File: src/design/asod_pkg.sv
package asod_pkg;

  localparam int ACC_W     = 19;
  localparam int DELTA_W   = 20;
  localparam int TIME_W    = 40;
  localparam int MEAN_W    = 36;
  localparam int DISP_W    = 40;
  localparam int CNT_W     = 11;
  localparam int W_W       = 17;
  localparam int AXIS_W    = 2;
  localparam int STEP_W    = 4;
  localparam int DIV_STEPS = 2;
  localparam int CFG_IDX_W = 3;

  localparam int EMA_TIME_US_DEF    = 500000;
  localparam int OVERTIME_LIMIT_DEF = 1000;

  localparam logic [CFG_IDX_W-1:0] REG_LENIENT = 3'd0;
  localparam logic [CFG_IDX_W-1:0] REG_THRESH  = 3'd1;
  localparam logic [CFG_IDX_W-1:0] REG_TOL     = 3'd2;
  localparam logic [CFG_IDX_W-1:0] REG_GRAVITY = 3'd3;
  localparam logic [CFG_IDX_W-1:0] REG_TIMEOUT = 3'd4;

  localparam logic [15:0]       THRESH_RST  = 16'd256;
  localparam logic [15:0]       TOL_RST     = 16'd5120;
  localparam logic [15:0]       GRAVITY_RST = 16'd10042;
  localparam logic [TIME_W-1:0] TIMEOUT_RST = 40'd90000000;

  localparam logic [TIME_W-1:0] STILL_TIME_NORMAL  = 40'd1300000;
  localparam logic [TIME_W-1:0] STILL_TIME_LENIENT = 40'd500000;

  localparam logic [1:0] STAT_MOVING  = 2'd0;
  localparam logic [1:0] STAT_STILL   = 2'd1;
  localparam logic [1:0] STAT_DECIDED = 2'd2;
  localparam logic [1:0] STAT_TIMEOUT = 2'd3;

  localparam logic [2:0] OR_POS_X = 3'd0;
  localparam logic [2:0] OR_NEG_X = 3'd1;
  localparam logic [2:0] OR_POS_Y = 3'd2;
  localparam logic [2:0] OR_NEG_Y = 3'd3;
  localparam logic [2:0] OR_POS_Z = 3'd4;
  localparam logic [2:0] OR_NEG_Z = 3'd5;
  localparam logic [2:0] OR_NONE  = 3'd6;

  typedef struct packed {
    logic              accept;
    logic              div_step;
    logic              ph_a;
    logic              ph_b;
    logic              ph_c;
    logic [AXIS_W-1:0] axis;
    logic              decide;
  } asod_cmd_t;

  typedef struct packed {
    logic out_busy;
  } asod_stat_t;

endpackage

File: src/design/asod_ctrl.sv
module asod_ctrl
  import asod_pkg::*;
(
  input  logic       clk,
  input  logic       rst_n,
  input  logic       in_valid,
  output logic       in_ready,
  input  asod_stat_t stat,
  output asod_cmd_t  cmd
);

  localparam logic [2:0] ST_IDLE   = 3'd0;
  localparam logic [2:0] ST_DIV    = 3'd1;
  localparam logic [2:0] ST_AXA    = 3'd2;
  localparam logic [2:0] ST_AXB    = 3'd3;
  localparam logic [2:0] ST_AXC    = 3'd4;
  localparam logic [2:0] ST_DECIDE = 3'd5;

  logic [2:0]        state_r, state_nxt;
  logic [STEP_W-1:0] step_r, step_nxt;
  logic [AXIS_W-1:0] axis_r, axis_nxt;

  assign in_ready = (state_r == ST_IDLE);

  always_comb begin
    state_nxt    = state_r;
    step_nxt     = step_r;
    axis_nxt     = axis_r;
    cmd          = '0;
    cmd.axis     = axis_r;
    case (state_r)
      ST_IDLE: begin
        if (in_valid) begin
          cmd.accept = 1'b1;
          step_nxt   = '0;
          state_nxt  = ST_DIV;
        end
      end
      ST_DIV: begin
        cmd.div_step = 1'b1;
        step_nxt     = step_r + 1'b1;
        if (step_r == STEP_W'(DIV_STEPS - 1)) begin
          axis_nxt  = '0;
          state_nxt = ST_AXA;
        end
      end
      ST_AXA: begin
        cmd.ph_a  = 1'b1;
        state_nxt = ST_AXB;
      end
      ST_AXB: begin
        cmd.ph_b  = 1'b1;
        state_nxt = ST_AXC;
      end
      ST_AXC: begin
        cmd.ph_c = 1'b1;
        if (axis_r == AXIS_W'(2)) begin
          state_nxt = ST_DECIDE;
        end else begin
          axis_nxt  = axis_r + 1'b1;
          state_nxt = ST_AXA;
        end
      end
      ST_DECIDE: begin
        if (!stat.out_busy) begin
          cmd.decide = 1'b1;
          state_nxt  = ST_IDLE;
        end
      end
      default: state_nxt = ST_IDLE;
    endcase
  end

  always_ff @(posedge clk) begin
    if (!rst_n) begin
      state_r <= ST_IDLE;
      step_r  <= '0;
      axis_r  <= '0;
    end else begin
      state_r <= state_nxt;
      step_r  <= step_nxt;
      axis_r  <= axis_nxt;
    end
  end

  a_accept_div: assert property (@(posedge clk) disable iff (!rst_n)
    cmd.accept |=> state_r == ST_DIV)
    else $error("accept not followed by divide");
  a_axis_range: assert property (@(posedge clk) disable iff (!rst_n)
    axis_r != AXIS_W'(3))
    else $error("axis index out of range");
  a_decide_once: assert property (@(posedge clk) disable iff (!rst_n)
    cmd.decide |=> !cmd.decide && in_ready)
    else $error("decide not followed by idle");

endmodule

File: config.mk
export PLATFORM = sky130hd
export DESIGN_NAME = asod_ctrl
export DESIGN_NICKNAME = d
export VERILOG_FILES = /design/src/design/asod_pkg.sv /design/src/design/asod_ctrl.sv
export SDC_FILE = /design/constraint.sdc
export NUM_CORES = 1
export LEC_CHECK = 0
export BUFFER_PORTS_ARGS = -buffer_cell sky130_fd_sc_hd__buf_2
export CORE_AREA = 2 2 39 41
export DETAILED_ROUTE_END_ITERATION = 10
export DIE_AREA = 0 0 41 43
export GPL_TIMING_DRIVEN = 0
export PLACE_DENSITY_LB_ADDON = 0.15
export SLEW_MARGIN = 25
export SYNTH_ARGS = -nofsm -noshare
export SYNTH_HDL_FRONTEND = slang
export SYNTH_SLANG_ARGS = --single-unit
export TNS_END_PERCENT = 10
File: constraint.sdc
create_clock -name clk -period 1.8 [get_ports clk]
set_input_delay 0.18 -clock clk [delete_from_list [all_inputs] [get_ports clk]]
set_output_delay 0.18 -clock clk [all_outputs]
set_load 0.02 [all_outputs]
==> flow_metrics.env, run 1 <==
export IMPL_status="finished, final reports clean"
export IMPL_cp_max_fo=10
export IMPL_antennaDiodeCount=0
export IMPL_place_congestion=0.719
export IMPL_avgSynthCellArea_sq_um=8.28
export IMPL_leakagePower_nw=0.281
export IMPL_post_cts_buffers=0
export IMPL_dpl_hpwl_microns=825
export IMPL_ys_seq_area_frac=0.335
export IMPL_wirelength_microns=1110
export IMPL_skew_ns=0.00427
export IMPL_critPathArrivalTime_ns=1.49
export IMPL_cts_root_buf="clkbuf_4"
export IMPL_die_h_microns=43
export IMPL_fill_cells=157
export IMPL_synth_edf_count=0
export IMPL_core_sq_mm=0.00138
export IMPL_vias=499
export IMPL_p_clk_frac=0.352
export IMPL_maxCapViolations=0
export IMPL_ir_drop_v=0.000523
export IMPL_final_common_cell="buf_2"
export IMPL_comb_power_share=0.179
export IMPL_async_flop_share=0
export IMPL_start_util=0.389
export IMPL_dr_pass1_iters=4
export IMPL_insertion_delay_ns=0.26
export IMPL_met1_length_microns=561
export IMPL_setup_tns_ns=0
export IMPL_critPathRequiredTime_ns=1.62
export IMPL_p_seq_frac=0.468
export IMPL_final_cell_mix="13 x buf_2, 9 x dfxtp_1, 8 x a21oi_1"
export IMPL_wl_per_cell_microns=11.5
export IMPL_hp_class="input pin to flop"
export IMPL_cellPowerDensity_mw_per_mm2=701
export IMPL_slew_limit_headroom=0.738
export IMPL_grt_max_degree=11
export IMPL_period_minus_slack_ns=1.67
export IMPL_p_int_w=0.000326
export IMPL_netlist_top_cell_by_area="dfxtp_1"
export IMPL_cts_buffers=3
export IMPL_drtIter0Drc=10
export IMPL_syn_cell_area_sq_um=538
export IMPL_syn_instance_count=65
export IMPL_hold_viol=0
export IMPL_synth_top_area_share=0.335
export IMPL_p_sw_frac=0.285
export IMPL_dieArea_sq_mm=0.00176
export IMPL_wl_met3_microns=52
export IMPL_worstSetupPathType="flop to output pin"
export IMPL_area_growth_pct=20.7
export IMPL_grt_pass1_vias=415
export IMPL_grt_ovfl_total=0
export IMPL_max_freq_ghz=0.597
export IMPL_h_tree_depth=1
export IMPL_synth_nets=72
export IMPL_setup_viol=0
export IMPL_ys_types=28
export IMPL_cts_sinks=9
export IMPL_drv_slew=0
export IMPL_dr_max_layer_used="met3"
export IMPL_antenna_found_initial=0
export IMPL_cts_buffer_depth=2
export IMPL_via_per_inst=5.14
export IMPL_wl_met2_microns=496
export IMPL_ys_seq_elements=9
export IMPL_fin_nets=89
export IMPL_fp_row_count=14
export IMPL_finalCritPeriodShare=0.930
export IMPL_synthTopCellsByArea="dfxtp_1 33%, a21oi_1 7.4%, ha_1 7.0%"
export IMPL_antenna_left=0
export IMPL_start_kind="flop"
export IMPL_die_w_microns=41
export IMPL_grt_pass1_wl_microns=1730
export IMPL_rsz0062_at_grt="no"
export IMPL_cts_tree="yes"
export IMPL_end_kind="output pin"
export IMPL_p_switching_w=0.000130
export IMPL_io_pins=13
export IMPL_dominantRegCellSynth="dfxtp_1"
export IMPL_ys_warn_count=0
export IMPL_port_buffers=12
export IMPL_worst_pin_slew_ns=0.388
export IMPL_cts_clk_slew_worst_paths_ns=0.06
export IMPL_total_power_w=0.000456
export IMPL_drive_above_1_share=0.284
export IMPL_drc=0
export IMPL_gr_usage_all_layers=0.146
## logic make-up after synthesis
kind of cell               count (synthesis)  share of synthesized area
AOI/OAI and AO/OA                         13                      0.144
and+or+nand+nor                           28                      0.340
DFF                                        9                      0.335
adders and majority gates                  3                     0.0698
buffers and inverters                     10                     0.0744
xor gates and xnor gates                   1                     0.0163
muxes                                      1                     0.0209
## final cells by class
type                    instances  area, sq um  share of cell area
inverters                       6         22.5              0.0347
plain buffers                   4         18.8              0.0289
flip-flops and latches          9          180               0.277
well taps                      16         20.0              0.0308
repair buffers                 12         60.1              0.0925
clock buffers                   4         26.3              0.0405
multi-input cells              46          322               0.495
## sequential cells by signal, indices dropped and copies added, names as in the netlist
signal,count
axis_r,2
step_r,4
state_r,3
## metrics by stage
step | cells | cell area, sq um | hold slack (ns) | worst slack [ns] | util
CTS | 97 | 644 | 0.178 | 0.00335 | 0.466
global route | 97 | 649 | 0.182 | 0.00117 | 0.469
global placement | 93 | 618 | 0.459 | 0.204 | 0.447
detailed placement | 93 | 618 | 0.459 | 0.197 | 0.447
floorplan | 65 | 538 | 0.327 | 0.133 | -
finish | 97 | 649 | 0.181 | 0.126 | 0.469
## power by group through the flow
| stage | sequential [W] | clock, W | combinational [W] |
|---|---|---|---|
| global route | 0.000214 | 0.000171 | 0.0000900 |
| finish | 0.000213 | 0.000161 | 0.0000817 |
| CTS | 0.000213 | 0.000166 | 0.0000805 |
| detailed placement | 0.000217 | 0 | 0.0000804 |
| global placement | 0.000217 | 0 | 0.0000804 |
| floorplan | 0.000216 | 0 | 0.0000590 |
## synth_stat cells, types with 3 or more instances
cell,n
dfxtp_1,9
a21oi_1,8
inv_1,6
nand3_1,5
ha_1,3
nand2b_1,3
## timing repair
| action | 4_1_cts | 5_1_grt |
|---|---|---|
| hold buffers | 0 | 0 |
| endpoints found under the setup margin | 0 | 3 |
| resized for setup | 0 | 3 |
## layer usage
metal	global-route usage	vias up
li1	-	262
met1	0.179	227
met2	0.216	10
met3	0.0785	0
met4	0.0400	0
met5	0	-
## path summary, 6_finish.rpt
| path | start | endpoint | slack (ns) | cells after the start |
|---|---|---|---|---|
| setup reg to reg | axis_r[0]$_SDFFE_PN0P_ | axis_r[1]$_SDFFE_PN0P_ | 0.19 | 5 |
| hold / removal | rst_n | state_r[1]$_SDFFE_PN0P_ | 0.18 | 3 |
| hold reg to reg | step_r[1]$_SDFFE_PN0P_ | step_r[1]$_SDFFE_PN0P_ | 0.50 | 2 |
| setup / recovery | state_r[2]$_SDFFE_PN0P_ | cmd[0] | 0.13 | 3 |
## critical path, stage by stage (launching register included)
cell and delay, ns:
dfxtp_1 0.37, clkbuf_1 0.33, nor4bb_1 0.33, buf_2 0.21
Note: power is estimated with default switching activity, not from simulation.
==> run 2: changes to the inputs <==
Settings changed: CAP_MARGIN set to 20.
Clock period 1.8 ns to 2.1 ns, I/O delays scaled along.
==> run 2 against run 1 <==
Against the previous run: cell area is 0.77% lower; sequential share of layout area increased by 0.22 points; via count is 1.0% higher; flip-flop and latch count is the same; die area unchanged; sequential power fell by 15%; clock skew barely moved; largest cell class unchanged; clock power is 14% lower; clock-buffer cell count unchanged; wire length decreased by 1.2%; first-iteration DRC count increased by 20%; core utilization down 0.36 points; critical endpoint is now cmd[7]; critical path type unchanged.
==> flow_metrics.env, run 2 (synthesized netlist as in run 1, its figures left out) <==
export IMPL_critPathArrivalTime_ns=1.60
export IMPL_leakagePower_nw=0.276
export IMPL_cellPowerDensity_mw_per_mm2=603
export IMPL_grt_max_degree=11
export IMPL_place_congestion=0.719
export IMPL_fill_cells=156
export IMPL_final_seq_area_sq_um=180
export IMPL_dieArea_sq_mm=0.00176
export IMPL_whs_ns=0.211
export IMPL_post_cts_buffers=0
export IMPL_grt_pass1_wl_microns=1730
export IMPL_worst_pin_slew_ns=0.384
export IMPL_die_h_microns=43
export IMPL_antennaDiodeCount=0
export IMPL_largest_register_ffs=4
export IMPL_wl_per_cell_microns=11.3
export IMPL_drc=0
export IMPL_dpl_hpwl_microns=825
export IMPL_rsz0062_at_grt="no"
export IMPL_cts_root_buf="clkbuf_4"
export IMPL_cts_buffer_depth=2
export IMPL_cts_hold_buf=0
export IMPL_final_cell_mix="13 x buf_2, 9 x dfxtp_1, 8 x a21oi_1"
export IMPL_antenna_left=0
export IMPL_grt_ovfl_total=0
export IMPL_postCtsResizedCells=0
export IMPL_fp_row_count=14
export IMPL_port_buffers=12
export IMPL_cts_tree="yes"
export IMPL_critPathRequiredTime_ns=1.89
export IMPL_hp_class="input pin to flop"
export IMPL_worstSetupPathType="flop to output pin"
export IMPL_insertion_delay_ns=0.26
export IMPL_ir_drop_v=0.000448
export IMPL_gr_usage_all_layers=0.146
export IMPL_critical_path_max_stage_delay_ns=0.74
export IMPL_end_kind="output pin"
export IMPL_wirelength_microns=1100
export IMPL_crit_family="simple AND/OR/NAND/NOR gates"
export IMPL_setup_tns_ns=0
export IMPL_slew_limit_headroom=0.740
export IMPL_status="finished, final reports clean"
export IMPL_hold_viol=0
export IMPL_area_growth_pct=19.8
export IMPL_dr_pass1_iters=4
export IMPL_skew_ns=0.00410
export IMPL_cts_sinks=9
export IMPL_finalCritPeriodShare=0.864
export IMPL_cp_max_fo=5
export IMPL_start_kind="flop"
export IMPL_period_minus_slack_ns=1.81
export IMPL_io_pins=13
export IMPL_multi_input_area_sq_um=318
export IMPL_final_util=0.466
export IMPL_vias=504
export IMPL_fin_nets=89
export IMPL_regToRegSetupSlack_ns=0.49
export IMPL_top_regs="step_r (4), state_r (3), axis_r (2)"
export IMPL_drtIter0Drc=12
export IMPL_die_w_microns=41
export IMPL_max_freq_ghz=0.551
export IMPL_grt_pass1_vias=415
export IMPL_core_sq_mm=0.00138
export IMPL_start_util=0.389
export IMPL_cts_clk_slew_worst_paths_ns=0.06
export IMPL_drv_slew=0
export IMPL_crit_chain="or4b_2, inv_1, buf_2"
export IMPL_cpMaxStageDelayCell="or4b_2"
export IMPL_setup_viol=0
export IMPL_regMostFlops="step_r"
export IMPL_antenna_found_initial=0
export IMPL_via_per_inst=5.20
export IMPL_h_tree_depth=1
export IMPL_cts_buffers=3
export IMPL_maxCapViolations=0
export IMPL_final_common_cell="buf_2"
export IMPL_drive_above_1_share=0.272
export IMPL_worst_path_buf_inv=2
run 2: cell types whose count changed in the layout (fill, tap and decap cells not counted):
cell,delta
clkbuf_1,+1
clkbuf_2,-1
or4b_2,+1
or4b_4,-1
run 2: report_power, final:
group / switching, W / internal, W
sequential: 0.00000577 / 0.000177
clock: 0.0000642 / 0.0000734
combinational: 0.0000407 / 0.0000279
run 2: worst paths after layout:
| check | from | end | depth (start not counted) |
|---|---|---|---|
| setup / recovery | state_r[0]$_SDFFE_PN0P_ | cmd[7] | 3 |
| hold / removal | rst_n | state_r[1]$_SDFFE_PN0P_ | 3 |
| setup reg to reg | axis_r[0]$_SDFFE_PN0P_ | axis_r[1]$_SDFFE_PN0P_ | 5 |
| hold reg to reg | step_r[1]$_SDFFE_PN0P_ | step_r[1]$_SDFFE_PN0P_ | 2 |
run 2: worst min-delay path, cell delays in order:
cell and delay (ns):
buf_2 0.10, o41ai_1 0.07, a21oi_1 0.05
run 2: final cells by class:
type,instances,share of cell area
Sequential cell,9,0.280
Multi-Input combinational cell,46,0.493
Timing Repair Buffer,12,0.0932
Clock buffer,4,0.0408
Tap cell,16,0.0311
Inverter,6,0.0350
Buffer,4,0.0272
run 2: through the flow:
stage / cells / worst slack [ns] / total power, W / area, sq um
global placement: 93 / 0.504 / 0.000255 / 618
CTS: 97 / 0.273 / 0.000393 / 644
global route: 97 / 0.174 / 0.000406 / 644
finish: 97 / 0.286 / 0.000389 / 644
floorplan: 65 / 0.433 / 0.000235 / 538
detailed placement: 93 / 0.497 / 0.000255 / 618
run 2: per-layer routing:
metal  GRT usage  wire, microns  share of wire  vias to the layer above
li1            -              -              -                      262
met1       0.179            548           0.50                      233
met2       0.216            499           0.45                        9
met3      0.0785             50          0.046                        0
met4      0.0400              0              0                        0
met5           0              0              0                        -
==> run 3: changes to the inputs <==
Settings changed: ABC_CLOCK_PERIOD_IN_PS set to 2100, GPL_TIMING_DRIVEN 0 to not set.
==> run 3 against run 2 <==
Against the previous run: clock skew hardly changed; critical path depth stayed put; core utilization is 1.3 points lower; largest power group unchanged.
==> flow_metrics.env, run 3 (synthesized netlist as in run 1, its figures left out) <==
export IMPL_start_kind="flop"
export IMPL_die_w_microns=41
export IMPL_hp_class="input pin to flop"
export IMPL_start_util=0.389
export IMPL_status="finished, final reports clean"
export IMPL_drive_above_1_share=0.260
export IMPL_area_growth_pct=16.5
export IMPL_hold_viol=0
export IMPL_cts_clk_slew_worst_paths_ns=0.06
export IMPL_min_path_cells=3
export IMPL_whs_ns=0.237
export IMPL_worst_path_buf_inv=2
export IMPL_use_met2=0.188
export IMPL_antenna_left=0
export IMPL_cts_sinks=9
export IMPL_comb_power_share=0.159
export IMPL_grt_max_degree=15
export IMPL_drtIter0Drc=7
export IMPL_period_minus_slack_ns=1.92
export IMPL_dieArea_sq_mm=0.00176
export IMPL_regToRegSetupSlack_ns=0.44
export IMPL_reg2reg_from="state_r[0]$_SDFFE_PN0P_"
export IMPL_met1_usage=0.216
export IMPL_p_sw_frac=0.271
export IMPL_core_sq_mm=0.00138
export IMPL_antenna_found_initial=0
export IMPL_worstSetupPathType="flop to output pin"
export IMPL_critical_path_max_stage_delay_ns=0.77
export IMPL_end_kind="output pin"
export IMPL_grt_pass1_wl_microns=1770
export IMPL_grt_ovfl_total=0
export IMPL_p_clk_frac=0.343
export IMPL_place_ws_ns=0.463
export IMPL_io_pins=13
export IMPL_cts_hold_buf=0
export IMPL_finalCritPeriodShare=0.916
export IMPL_cts_tree="yes"
export IMPL_cellPowerDensity_mw_per_mm2=602
export IMPL_p_int_w=0.000275
export IMPL_placedCellCount=89
export IMPL_wirelength_microns=1080
export IMPL_setup_tns_ns=0
export IMPL_maxCapViolations=0
export IMPL_cts_buffers=3
export IMPL_busiest_layer="met1"
export IMPL_dr_pass1_iters=3
export IMPL_reg2reg_depth=3
export IMPL_slew_limit_headroom=0.698
export IMPL_holdPathEnd="state_r[0]$_SDFFE_PN0P_"
export IMPL_antennaDiodeCount=0
export IMPL_layout_setup_ws_ns=0.175
export IMPL_leakagePower_nw=0.265
export IMPL_insertion_delay_ns=0.25
export IMPL_cts_root_buf="clkbuf_4"
export IMPL_critPathArrivalTime_ns=1.71
export IMPL_place_congestion=0.773
export IMPL_max_freq_ghz=0.520
export IMPL_ir_drop_v=0.000429
export IMPL_drv_slew=0
export IMPL_r2r_end="step_r[3]$_SDFFE_PN0P_"
export IMPL_vias=485
export IMPL_wl_per_cell_microns=11.7
export IMPL_largest_register_ffs=4
export IMPL_via_per_inst=5.22
export IMPL_regMostFlops="step_r"
export IMPL_final_cell_mix="12 x buf_2, 9 x dfxtp_1, 8 x a21oi_1"
export IMPL_skew_ns=0.00408
export IMPL_cpMaxStageDelayCell="or4b_2"
export IMPL_p_seq_frac=0.498
export IMPL_crit_chain="or4b_2, inv_1, buf_2"
export IMPL_h_tree_depth=1
export IMPL_final_common_cell="buf_2"
export IMPL_hp_start="rst_n"
export IMPL_use_met3=0.0785
export IMPL_port_buffers=12
export IMPL_cp_max_fo=14
export IMPL_critPathRequiredTime_ns=1.89
export IMPL_fin_nets=85
export IMPL_die_h_microns=43
export IMPL_drc=0
export IMPL_grt_pass1_vias=406
export IMPL_rsz0062_at_grt="no"
export IMPL_setup_viol=0
export IMPL_p_switching_w=0.000102
export IMPL_top_regs="step_r (4), state_r (3), axis_r (2)"
export IMPL_post_cts_buffers=0
export IMPL_gr_usage_all_layers=0.145
export IMPL_worst_pin_slew_ns=0.446
export IMPL_cts_buffer_depth=2
export IMPL_layoutNonFillerInstCount=93
export IMPL_crit_family="simple AND/OR/NAND/NOR gates"
export IMPL_dpl_hpwl_microns=781
export IMPL_fp_row_count=14
export IMPL_postCtsResizedCells=0
==> run 3: changes by cell type in the layout (fill, tap and decap cells not counted) <==
cell	change
clkbuf_2	-1
clkbuf_1	-2
buf_2	-1
==> run 3: area by class of cell <==
cell class / instances / area (sq um)
Inverter: 6 / 22.5
Multi-Input combinational cell: 46 / 318
Sequential cell: 9 / 180
Tap cell: 16 / 20.0
Fill cell: 143 / 757
Clock buffer: 4 / 26.3
Timing Repair Buffer: 12 / 60.1
==> run 3: per-layer routing <==
layer	share of wire	vias up
met5	0	-
met2	0.43	6
met4	0	0
met3	0.036	0
li1	-	255
met1	0.53	224
==> run 3: through the flow <==
stage / utilization / total power, W / area (sq um)
2_1_floorplan: - / 0.000235 / 538
5_1_grt: 0.453 / 0.000399 / 627
3_5_place_dp: 0.434 / 0.000251 / 601
4_1_cts: 0.453 / 0.000384 / 627
6_report: 0.453 / 0.000377 / 627
3_3_place_gp: 0.434 / 0.000251 / 601
==> run 3: how the worst max path moves through the flow <==
| stage | depth (start not counted) | startpoint | slack [ns] | endpoint |
|---|---|---|---|---|
| 2_1_floorplan | 5 | axis_r[0]$_SDFFE_PN0P_ | 0.43 | axis_r[1]$_SDFFE_PN0P_ |
| 3_3_place_gp | 3 | state_r[0]$_SDFFE_PN0P_ | 0.48 | cmd[7] |
| 3_5_place_dp | 3 | state_r[0]$_SDFFE_PN0P_ | 0.46 | step_r[3]$_SDFFE_PN0P_ |
| 4_1_cts | 3 | state_r[0]$_SDFFE_PN0P_ | 0.18 | cmd[7] |
| 5_1_grt | 3 | state_r[0]$_SDFFE_PN0P_ | 0.1 | cmd[7] |
| 6_report | 3 | state_r[0]$_SDFFE_PN0P_ | 0.18 | cmd[7] |
==> run 3: power by group through the flow <==
stage               Sequential [W]  Combinational [W]  Clock, W
CTS                       0.000188          0.0000604  0.000137
global placement          0.000192          0.0000594         0
floorplan                 0.000185          0.0000506         0
detailed placement        0.000191          0.0000598         0
finish                    0.000188          0.0000598  0.000129
global route              0.000190          0.0000665  0.000143
==> run 3: worst min-delay path, cell delays in order <==
cell and delay [ns]:
buf_2 0.11, o41ai_1 0.08, a21oi_1 0.04
